### config.mk
export PLATFORM = sky130hd
export DESIGN_NAME = knap_ram
export DESIGN_NICKNAME = d
export VERILOG_FILES = /design/src/rtl/knap_ram.sv
export SDC_FILE = /design/constraint.sdc
export NUM_CORES = 1
export LEC_CHECK = 0
export ABC_AREA = 1
export BUFFER_PORTS_ARGS = -buffer_cell sky130_fd_sc_hd__clkbuf_2
export CAP_MARGIN = 30
export CORE_MARGIN = 2
export CORE_UTILIZATION = 50
export DETAILED_ROUTE_END_ITERATION = 8
export GPL_TIMING_DRIVEN = 0
export PLACE_DENSITY_LB_ADDON = 0.05
export SYNTH_ARGS = -nofsm -noshare
export SYNTH_HDL_FRONTEND = slang
export SYNTH_SLANG_ARGS = --single-unit
export TNS_END_PERCENT = 1
### constraint.sdc
create_clock -name clk_i -period 1.2 [get_ports clk_i]
set_input_delay 0.06 -clock clk_i [delete_from_list [all_inputs] [get_ports clk_i]]
set_output_delay 0.06 -clock clk_i [all_outputs]
set_load 0.005 [all_outputs]
### src/rtl/knap_ram.sv
// generic ram: one write port, two read ports with registered read data
// no dependencies
`timescale 1ns / 1ps

module knap_ram #(
  parameter int Width = 8,
  parameter int Depth = 16
) (
  input  logic                     clk_i,
  input  logic                     we_i,
  input  logic [$clog2(Depth)-1:0] waddr_i,
  input  logic [Width-1:0]         wdata_i,
  input  logic [$clog2(Depth)-1:0] raddr_a_i,
  input  logic [$clog2(Depth)-1:0] raddr_b_i,
  output logic [Width-1:0]         rdata_a_o,
  output logic [Width-1:0]         rdata_b_o
);

  logic [Width-1:0] mem_q [Depth];

  always_ff @(posedge clk_i) begin
    if (we_i) begin
      mem_q[waddr_i] <= wdata_i;
    end
    rdata_a_o <= mem_q[raddr_a_i];
    rdata_b_o <= mem_q[raddr_b_i];
  end

endmodule

# Yosys cells after proc, flatten, opt, wreduce, memory -nomap -nowiden
# Memory sizes are Yosys's and may differ from the RTL's. A register that Yosys moved wholly into a read port is not among the register bits.
# Index checks and enable logic that the tools add are counted.
op_classes:
  mux: 2
op_table:
  columns: ["operator", "n"]
  rows:
  - ["2-to-1 mux 1 bit", 2]
totals:
  regBits: 0
  ram_bits: 128
  inputBits: 22
  out_inout_bits: 16
  word_cells: 3
  mem_count: 1
memory_table:
  columns: ["name", "depth", "word_bits", "read_ports", "rd_clocked_by_memory_dff", "wr", "line_no", "text"]
  rows:
  - ["mem_q", 16, 8, 2, 2, 1, "19", "logic [Width-1:0] mem_q [Depth];"]

# Logic depth before layout (Yosys ltp)
# Gate-level depths: netlist (run 1).
logic_depth:
  depth_word: 2
  mapped_depth: 7
  mapped_depth_nobuf: 6

# Worst setup path before layout (run 1)
# No wires, ideal clock.
synth_path:
  path_type: "input-to-reg"
  from: "input waddr_i[2]"
  to: "memory mem_q[10][0], enable pin"
  setup_time_ps: 370
  t_arrival_ps: 641
  required_ps: 830
  setup_slack_ps: 189
  path_stages: 2
  n_path_buf: 0
  cell_sequence: "nand3b_1 -> nor2_1"
synth_lines:
  columns: ["element", "line_no", "text"]
  rows:
  - ["from (decl)", "11", "input logic [$clog2(Depth)-1:0] waddr_i,"]
  - ["to (decl)", "19", null]
# No word-level cell before the write port.

# Worst setup path after layout (run 1)
layout_path:
  from: "input waddr_i[3]"
  to: "memory mem_q[6][0], enable pin"
# No word-level cell before the write port.

==> metrics.cfg, run 1 <==
[status]
outcome = complete, no violations

[sta]
timing.fmax_mhz = 866.5
setup_viol = 0
finalCritPeriodShare_pct = 96.17
worstMarginPinSlew_ps = 882.0
drv_slew = 0
min_period_ps = 1154
skew_ps = 6.663
postLayoutSetupSlackWorst_ps = 45.93
rsz0062_at_grt = yes
slew-limit-headroom_pct = 40.98
hold_viol = 0

[detailed_routing]
routedWlPerCell_um = 23.31
dr.pass1.iters = 6
vias = 6525
drc_errors = 0
ant_nets = 0
via_per_inst = 5.932
drt_iter0_markers = 940
wl_um = 25650

[hold_path]
worst_hold_startpoint = raddr_b_i[2]
hold_path_depth = 4
hp-class = input port to flip-flop
whs_endpoint = rdata_b_o[7]

[cts]
clkTransAtPathRegs_ps = 60
holdBufCountCts = 0
cts-htree-levels = 4
clock_path_buffers = 2
clockRootBuffer = clkbuf_16
tritoncts = built
clk-insertion-delay-late_ps = 440
numCtsBuffers = 17
clock_sinks = 144

[layout]
area_growth_pct = 14.91
seqCellArea_sq_um = 4164
multi_input_area_sq_um = 2270
fillers = 1263
diodes = 0
nets = 925
drive_gt1_share_pct = 12.99
final_util_pct = 58.05

[power_and_ir_drop]
ir_drop_mv = 1.033
p_leak_nw = 3.810
power_density_nw_per_um2 = 1551

[place]
port_buffers = 31
dp_hpwl_um = 17120
pre_cts_slack_ps = -478.8
place_congestion = 0.9443

[logic_synthesis]
async_reset_ff_share_pct = 0
yosys-top-cells-area = edfxtp_1, nand3_1, nand2_1, inv_1, dfxtp_1
syn-cell-area_sq_um = 7259
yosysUniqueCellTypes = 13
ys_ff_latch = 144
yosysSeqAreaShare_pct = 57.36
yosysTopAreaCell = edfxtp_1
yosysMostFrequentCell = nand2_1
synthFlopType = edfxtp_1
synth_warnings = 0
synth_edf_count = 128
synth_top_area_share_pct = 52.95
syn_nets = 873
synth_cells = 851
synth_area_per_cell_sq_um = 8.531
synth_commonest_cells = nand2_1, nand3_1, inv_1, edfxtp_1, buf_2

[grt]
track_usage_pct = 33.36
grt_pass1_wl_um = 37170
grt_pass1_vias = 6107
overflow = 0
grt_max_degree = 17
antenna_found_initial = 0

[setup_path]
crit_start = waddr_i[3]
critPathLaunchType = input port
timing.rr.end = rdata_a_o[0]
endpoint_kind = flip-flop
crit_type = input port to flip-flop
r2r_cells = 6
r2r_start = mem_q[13][0]
arrival_ps = 1220
worstPathMaxFanout = 8
cp.required_ps = 1260
r2r_setup_slack_ps = 50

[floorplan]
dieArea_sq_um = 15500
coreArea_sq_um = 14370
start_util_pct = 50.52
dieWidth_um = 124.5
dieHeight_um = 124.5
ios = 38
std_cell_rows = 44

[flow_run]
drv_cap = 0

[cell type report]
| type | count | area share, % |
|---|---|---|
| flip-flops and latches | 144 | 49.92 |
| multi-input cells | 521 | 27.21 |
| inverters | 138 | 6.210 |
| clock buffers | 17 | 5.100 |
| plain buffers | 48 | 3.990 |
| clock inverters | 15 | 2.775 |
| well taps | 184 | 2.760 |
| repair buffers | 33 | 2.040 |
[placed cells by master (no fill, tap or decap)]
cell type | synthesis | routed
buf_1 | 1 | 1
buf_2 | 26 | 26
buf_4 | 4 | 6
buf_6 | 14 | 14
bufinv_16 | 0 | 5
clkbuf_1 | 3 | 3
clkbuf_16 | 0 | 17
clkbuf_2 | 0 | 31
clkinv_1 | 0 | 1
clkinv_4 | 0 | 2
clkinvlp_4 | 0 | 3
dfxtp_1 | 16 | 16
edfxtp_1 | 128 | 128
inv_1 | 134 | 134
inv_2 | 4 | 4
inv_6 | 0 | 3
inv_8 | 0 | 1
nand2_1 | 277 | 277
nand3_1 | 225 | 222
nand3_2 | 0 | 3
nand3b_1 | 2 | 2
nor2_1 | 17 | 13
nor2_2 | 0 | 4
[through the flow]
step	TNS, ps	cell area [sq um]	cells	hold WS [ps]	power (mW)
6_report	0	8342	1100	98.42	12.93
2_1_floorplan	0	7259	851	158.9	6.459
3_3_place_gp	-33110	7645	1066	432.1	7.006
5_1_grt	-166.3	8342	1100	79.30	13.27
3_5_place_dp	-34860	7652	1067	431.3	7.033
4_1_cts	-1.790	8312	1099	65.73	12.90
[how the worst max path moves through the flow]
stage / end / slack (ps) / cells after the start
floorplan: mem_q[10][0] / 190 / 2
global placement: mem_q[10][0] / -470 / 3
detailed placement: mem_q[4][2] / -480 / 3
CTS: mem_q[7][7] / -2 / 3
global route: mem_q[11][7] / -20 / 3
finish: mem_q[6][0] / 50 / 3
[worst max-delay path: stages]
cell	delay (ps)
clkbuf_2	110
nand3b_1	300
nor2_1	740
[metal layers]
layer  share of wire (%)  vias up  track usage, %
met3                  11       80           8.076
met5                   0        -               0
met1                  41     3116           47.24
met2                  44      476           49.31
li1                    -     2853               -
met4                 3.9        0           14.21
[power breakdown]
part / switching (mW) / leakage (nW) / internal, mW
Sequential: 0.0366 / 1.29 / 5.61
Clock: 2.23 / 0.310 / 3.72
Combinational: 0.967 / 2.21 / 0.380
Total: 3.23 / 3.81 / 9.70
[state kept, by name (all words and copies together) (netlist names)]
| signal | count |
|---|---|
| mem_q | 128 |
| rdata_a_o | 8 |
| rdata_b_o | 8 |
[logic make-up (layout without fill, tap and decap cells)]
| logic type | count (synthesis) | in the layout | share of synthesized area [%] |
|---|---|---|---|
| buffers and inverters | 186 | 251 | 11.72 |
| DFF | 144 | 144 | 57.36 |
| and+or+nand+nor | 521 | 521 | 30.92 |
[timing repair]
item,CTS,global route
setup buffers,0,0
resized for setup,1,6
gates cloned,0,0
setup endpoints to repair,8,27
No activity file was read; power rests on OpenSTA's default activity.
==> run 2: changes to the inputs <==
==> constraint.sdc (replaced) <==
create_clock -name clk_i -period 1.1 [get_ports clk_i]
set_input_delay 0.055 -clock clk_i [delete_from_list [all_inputs] [get_ports clk_i]]
set_output_delay 0.055 -clock clk_i [all_outputs]
set_load 0.005 [all_outputs]
==> run 2 against run 1 <==
Effect of this change: the run now ends with setup timing left; combinational power grew 13%; worst setup slack got worse by 69 ps; wire length is 0.70% higher; sequential cell count did not move; clock power rose by 9.3%; hold slack worse by 4.5 ps; register-to-register slack lost 70 ps; cell count is the same; via count fell by 0.29%; global-route usage is 0.074 points higher; final area rose by 1.6%; critical path depth rose by 3; largest cell class unchanged; highest routed layer unchanged.
==> metrics.cfg, run 2 (same netlist as run 1, synthesis figures left out) <==
[status]
outcome = complete, but fails checks  ; was complete, no violations
failed_checks = setup timing

[grt]
grt_pass1_vias = 6117  ; was 6,107
track_usage_pct = 33.44  ; was 33.36%
antenna_found_initial = 0  ; unchanged
grt_pass1_wl_um = 37250  ; was 37,170 um
grt_max_degree = 17  ; unchanged
overflow = 0  ; unchanged

[power_and_ir_drop]
power_density_nw_per_um2 = 1672  ; was 1551 nW/um^2
p_leak_nw = 3.857  ; was 3.810 nW
ir_drop_mv = 1.114  ; was 1.033 mV
p_sw_mw = 3.560  ; was 3.231 mW
p_clk_share_pct = 45.8  ; was 46.0%
switching_share_pct = 25.14  ; was 24.98%
p_seq_share_pct = 43.5  ; was 43.6%
combPwrFrac_pct = 10.7  ; was 10.4%
internal_power_mw = 10.60  ; was 9.704 mW

[cts]
clkTransAtPathRegs_ps = 60  ; about the same
clock_path_buffers = 2  ; unchanged
clock_sinks = 144  ; unchanged
cts-htree-levels = 4  ; unchanged
numCtsBuffers = 17  ; unchanged
clockRootBuffer = clkbuf_16  ; unchanged
post-cts-setup-buffer-count = 0  ; unchanged
tritoncts = built  ; unchanged
clk-insertion-delay-late_ps = 430  ; was 440 ps

[sta]
skew_ps = 7.653  ; was 6.663 ps
drv_slew = 0  ; unchanged
setup_viol = 3  ; was 0
finalCritPeriodShare_pct = 102.1
hold_viol = 0  ; unchanged
whs_ps = 93.92  ; was 98.42 ps
rsz0062_at_grt = yes  ; unchanged
timing.fmax_mhz = 890.2
worstMarginPinSlew_ps = 821.7  ; was 882.0 ps
postLayoutSetupSlackWorst_ps = -23.38  ; was 45.93 ps
min_period_ps = 1123
slew-limit-headroom_pct = 45.02  ; was 40.98%

[setup_path]
r2r_setup_slack_ps = -20  ; was 50 ps
cp.required_ps = 1420  ; was 1260 ps
r2r_start = mem_q[15][7]  ; was mem_q[13][0]
endpoint_kind = flip-flop  ; unchanged
critPathLaunchType = flip-flop  ; was input port
timing.rr.end = rdata_a_o[7]  ; was rdata_a_o[0]
worstPathMaxFanout = 2  ; was 8
crit_type = flip-flop to flip-flop  ; was input port to flip-flop
r2r_cells = 6  ; unchanged
arrival_ps = 1440  ; was 1220 ps

[detailed_routing]
drt_iter0_markers = 910  ; was 940
ant_nets = 0  ; unchanged
dr.pass1.iters = 7  ; was 6
vias = 6506  ; was 6,525
routedWlPerCell_um = 23.48  ; was 23.31 um
wl_um = 25830  ; was 25,650 um
via_per_inst = 5.915  ; was 5.932
drc_errors = 0  ; unchanged

[layout]
final_cells = 1100  ; unchanged
multi_input_area_sq_um = 2400  ; was 2270 sq um
largest_register = mem_q  ; unchanged
nets = 925  ; unchanged
area_growth_pct = 16.70  ; was 14.91%
final_util_pct = 58.96  ; was 58.05%
diodes = 0  ; unchanged
drive_gt1_share_pct = 16.27  ; was 12.99%
fillers = 1254  ; was 1,263
final_area_sq_um = 8472  ; was 8342 sq um
seqCellArea_sq_um = 4164  ; unchanged
largest_registers = mem_q x128, rdata_a_o x8, rdata_b_o x8  ; unchanged
layout_common_cells = nand2_1, nand3_1, inv_1, edfxtp_1, clkbuf_2  ; unchanged
largest_reg_flops = 128  ; unchanged
final_common_cell = nand2_1  ; unchanged

[place]
placed_area_sq_um = 7652  ; unchanged
place_congestion = 0.9443  ; unchanged
port_buffers = 31  ; unchanged
pre_cts_slack_ps = -573.8  ; was -478.8 ps
dp_hpwl_um = 17120  ; unchanged
place_inst = 1067  ; unchanged

[hold_path]
hold_path_depth = 4  ; unchanged
hp-class = input port to flip-flop  ; unchanged
whs_endpoint = rdata_a_o[7]  ; was rdata_b_o[7]
worst_hold_startpoint = raddr_a_i[2]  ; was raddr_b_i[2]

[floorplan]
dieHeight_um = 124.5  ; unchanged
dieArea_sq_um = 15500  ; unchanged
coreArea_sq_um = 14370  ; unchanged
ios = 38  ; unchanged
std_cell_rows = 44  ; unchanged
dieWidth_um = 124.5  ; unchanged
start_util_pct = 50.52  ; unchanged

[flow_run]
drv_cap = 0  ; unchanged

[run 2: cell count changes in the layout (fill, tap and decap cells not counted)]
cell     change
inv_1        -3
inv_2        +3
nand3_1     -25
nand3_2     +25
nor2_1       -2
nor2_2       +2
[run 2: power by group through the flow]
stage	clock network [mW]	registers, mW	logic (mW)
after global routing	6.78	6.17	1.58
final	6.49	6.16	1.52
after detailed placement	0	6.27	1.40
after CTS	6.50	6.16	1.41
after floorplan	0	6.28	0.770
after global placement	0	6.27	1.37
[run 2: routing by layer]
layer	wire [um]	share of wire [%]	global-route usage [%]	vias to the layer above
li1	-	-	-	2845
met1	10610	41	47.49	3121
met2	11320	44	48.83	467
met3	2901	11	8.247	73
met4	985	3.8	14.87	0
met5	0	0	0	-
[run 2: layout make-up]
cell class / count / share of cell area [%]
Sequential cell: 144 / 49.15
Multi-Input combinational cell: 521 / 28.33
Inverter: 138 / 6.114
Clock buffer: 17 / 5.021
Buffer: 48 / 3.929
Clock inverter: 15 / 2.732
Tap cell: 184 / 2.717
Timing Repair Buffer: 33 / 2.009
[run 2: timing repair]
action | 4_1_cts | 5_1_grt
pin swaps | 0 | 9
gates cloned | 0 | 0
hold buffers | 0 | 0
gates resized for setup | 6 | 31
setup endpoints to repair | 51 | 38
[run 2: worst max path at each step]
stage	startpoint	to	slack (ps)	cells after the start
after detailed placement	waddr_i[3]	mem_q[4][2]	-570	3
after CTS	waddr_i[3]	mem_q[7][7]	-100	3
after global routing	mem_q[1][3]	rdata_b_o[3]	-60	6
after floorplan	waddr_i[3]	mem_q[4][0]	90	2
after global placement	waddr_i[2]	mem_q[10][0]	-560	3
final	mem_q[15][7]	rdata_a_o[7]	-20	6
[run 2: per-stage QoR]
step	setup TNS, ps	power, mW
floorplan	0	7.046
global placement	-46770	7.643
detailed placement	-48450	7.672
CTS	-1805	14.08
global route	-153.5	14.53
finish	-60.32	14.16
[run 2: worst max-delay path, stage by stage (launching register included)]
cell      delay [ps]
edfxtp_1         380
inv_1             90
nand2_1           60
nand3_1           80
nand3_1          180
nand3_1          150
nand2_1           70
==> run 3: changes to the inputs <==
--- a/config.mk
+++ b/config.mk
@@ -6,7 +6,7 @@
 export NUM_CORES = 1
 export LEC_CHECK = 0
 export ABC_AREA = 1
-export BUFFER_PORTS_ARGS = -buffer_cell sky130_fd_sc_hd__clkbuf_2
+export BUFFER_PORTS_ARGS = -buffer_cell sky130_fd_sc_hd__buf_4
 export CAP_MARGIN = 30
 export CORE_MARGIN = 2
 export CORE_UTILIZATION = 50
==> run 3 against run 2 <==
Effect of this change: the flow finishes with violations (hold timing, setup timing); final area about the same; via count shrank 1.5%; clock skew up 1.1 ps; highest routed layer unchanged.
==> metrics.cfg, run 3 (same netlist as run 1, synthesis figures left out) <==
[setup_path]
crit_start = mem_q[0][2]  ; was mem_q[15][7]
crit_type = flip-flop to flip-flop  ; unchanged
endpoint = rdata_b_o[2]  ; was rdata_a_o[7]
path_buf_inv = 1  ; unchanged
worstSetupPathDepth = 6  ; unchanged
cpMaxStageDelayCell = edfxtp_1  ; unchanged
endpoint_kind = flip-flop  ; unchanged
r2r_start = mem_q[0][2]  ; was mem_q[15][7]
worstPathMaxFanout = 2  ; unchanged
cp.required_ps = 1410  ; was 1420 ps
arrival_ps = 1430  ; was 1440 ps
r2r_cells = 6  ; unchanged
cp_top_family = simple AND/OR/NAND/NOR gates  ; unchanged
r2r_setup_slack_ps = -20  ; about the same
cp_common_cell = nand3_1  ; unchanged
slowest_delay_ps = 380  ; about the same
timing.rr.end = rdata_b_o[2]  ; was rdata_a_o[7]
critPathLaunchType = flip-flop  ; unchanged
path_cells = inv_2 > nand2_1 > nand3_1 > nand3_1 > nand3_1 > nand2_1  ; was inv_1 > nand2_1 > nand3_1 > nand3_1 > nand3_1 > nand2_1

[place]
port_buffers = 31  ; unchanged
dp_hpwl_um = 17010  ; was 17,120 um
pre_cts_slack_ps = -543.9  ; was -573.8 ps
place_congestion = 0.9533  ; was 0.9443
place_inst = 1067  ; unchanged

[grt]
grt_pass1_wl_um = 37270  ; was 37,250 um
grt_pass1_vias = 6002  ; was 6,117
grt_max_degree = 17  ; unchanged
antenna_found_initial = 0  ; unchanged
track_usage_pct = 33.13  ; was 33.44%
overflow = 0  ; unchanged

[sta]
finalCritPeriodShare_pct = 101.5  ; was 102.1%
slew-limit-headroom_pct = 51.30  ; was 45.02%
skew_ps = 8.703  ; was 7.653 ps
min_period_ps = 1116  ; was 1123 ps
hold_viol = 4  ; was 0
timing.fmax_mhz = 896.1  ; was 890.2 MHz
worstMarginPinSlew_ps = 727.8  ; was 821.7 ps
setup_viol = 1  ; was 3
postLayoutSetupSlackWorst_ps = -15.96  ; was -23.38 ps
rsz0062_at_grt = yes  ; unchanged
whs_ps = -9.585  ; was 93.92 ps
drv_slew = 0  ; unchanged
fin_tns_setup_ps = -15.96  ; was -60.32 ps

[layout]
layout_common_cells = nand2_1, nand3_1, edfxtp_1, inv_1, buf_4  ; was nand2_1, nand3_1, inv_1, edfxtp_1, clkbuf_2
largest_registers = mem_q x128, rdata_a_o x8, rdata_b_o x8  ; unchanged
final_util_pct = 58.95  ; was 58.96%
fillers = 1238  ; was 1,254
final_common_cell = nand2_1  ; unchanged
diodes = 0  ; unchanged
area_growth_pct = 16.68  ; was 16.70%
nets = 925  ; unchanged
largest_reg_flops = 128  ; unchanged
largest_register = mem_q  ; unchanged
drive_gt1_share_pct = 16.59  ; was 16.27%
final_cells = 1100  ; unchanged

[floorplan]
dieHeight_um = 124.5  ; unchanged
start_util_pct = 50.52  ; unchanged
dieWidth_um = 124.5  ; unchanged
std_cell_rows = 44  ; unchanged
coreArea_sq_um = 14370  ; unchanged
dieArea_sq_um = 15500  ; unchanged
ios = 38  ; unchanged

[status]
failed_checks = hold timing, setup timing  ; was setup timing
outcome = complete, but fails checks  ; unchanged

[detailed_routing]
dr.pass1.iters = 9  ; was 7
vias = 6408  ; was 6,506
drc_errors = 0  ; unchanged
routedWlPerCell_um = 23.00  ; was 23.48 um
wl_um = 25300  ; was 25,830 um
ant_nets = 0  ; unchanged
via_per_inst = 5.825  ; was 5.915
drt_iter0_markers = 922  ; was 910

[cts]
clock_path_buffers = 2  ; unchanged
clockRootBuffer = clkbuf_16  ; unchanged
clk-insertion-delay-late_ps = 430  ; about the same
clock_sinks = 144  ; unchanged
post-cts-setup-buffer-count = 0  ; unchanged
clkTransAtPathRegs_ps = 60  ; about the same
cts-htree-levels = 4  ; unchanged
numCtsBuffers = 17  ; unchanged
tritoncts = built  ; unchanged

[flow_run]
drv_cap = 0  ; unchanged

[power_and_ir_drop]
combPwrFrac_pct = 11.8  ; was 10.7%
p_seq_share_pct = 46.7  ; was 43.5%
p_clk_share_pct = 41.5  ; was 45.8%
p_leak_nw = 3.841  ; was 3.857 nW
switching_share_pct = 25.23  ; was 25.14%
internal_power_mw = 9.866  ; was 10.60 mW
finalPower_mw = 13.19  ; was 14.16 mW
p_sw_mw = 3.328  ; was 3.560 mW
power_density_nw_per_um2 = 1558  ; was 1672 nW/um^2
ir_drop_mv = 0.9736  ; was 1.114 mV

[hold_path]
hp-class = input port to flip-flop  ; unchanged

-- run 3: metrics by stage --
step,area [sq um],hold WS (ps)
4_1_cts,8330,2.317
2_1_floorplan,7259,153.9
3_3_place_gp,7722,383.6
5_1_grt,8471,1.421
3_5_place_dp,7730,400.5
6_report,8471,-9.585
-- run 3: cell type report --
class                   instances  area (sq um)  area share, %
flip-flops and latches        144          4164          49.16
multi-input cells             521          2410          28.45
inverters                     138         518.0          6.115
clock buffers                  24         514.2          6.071
plain buffers                  48         332.8          3.929
repair buffers                 33         250.2          2.954
well taps                     184         230.2          2.718
clock inverters                 8         51.30         0.6056
-- run 3: per-layer routing --
layer	global-route usage (%)	wire [um]	share of wire (%)
met2	49.95	11560	46
met4	11.96	702	2.8
met3	7.560	3067	12
met1	47.25	9978	39
met5	0	0	0
-- run 3: worst reg2reg max path, delay by kind of cell, from the launching register on --
family	cells	cell delay [ps]
buf+inv	1	80
flops	1	380
simple gates	5	550
-- run 3: repair_timing --
item,in CTS,in global routing
hold buffers,1,0
endpoints found under the hold margin,16,0
endpoints found under the setup margin,51,48
pin swaps,0,6
gates resized for setup,7,37
-- run 3: power by group through the flow --
stage / Combinational (mW) / Sequential [mW] / Clock [mW]
6_report: 1.55 / 6.16 / 5.48
3_5_place_dp: 1.43 / 6.28 / 0
5_1_grt: 1.64 / 6.17 / 5.78
4_1_cts: 1.45 / 6.16 / 5.51
3_3_place_gp: 1.42 / 6.27 / 0
2_1_floorplan: 0.770 / 6.28 / 0
-- run 3: worst min path at each step --
| stage | from | to | slack (ps) | cells past startpoint |
|---|---|---|---|---|
| 2_1_floorplan | wdata_i[0] | mem_q[0][0] | 150 | 0 |
| 4_1_cts | wdata_i[4] | mem_q[7][4] | 2 | 1 |
| 6_report | wdata_i[4] | mem_q[7][4] | -10 | 1 |
| 3_5_place_dp | wdata_i[6] | mem_q[15][6] | 400 | 1 |
| 5_1_grt | wdata_i[5] | mem_q[14][5] | 1 | 1 |
| 3_3_place_gp | wdata_i[6] | mem_q[15][6] | 380 | 1 |
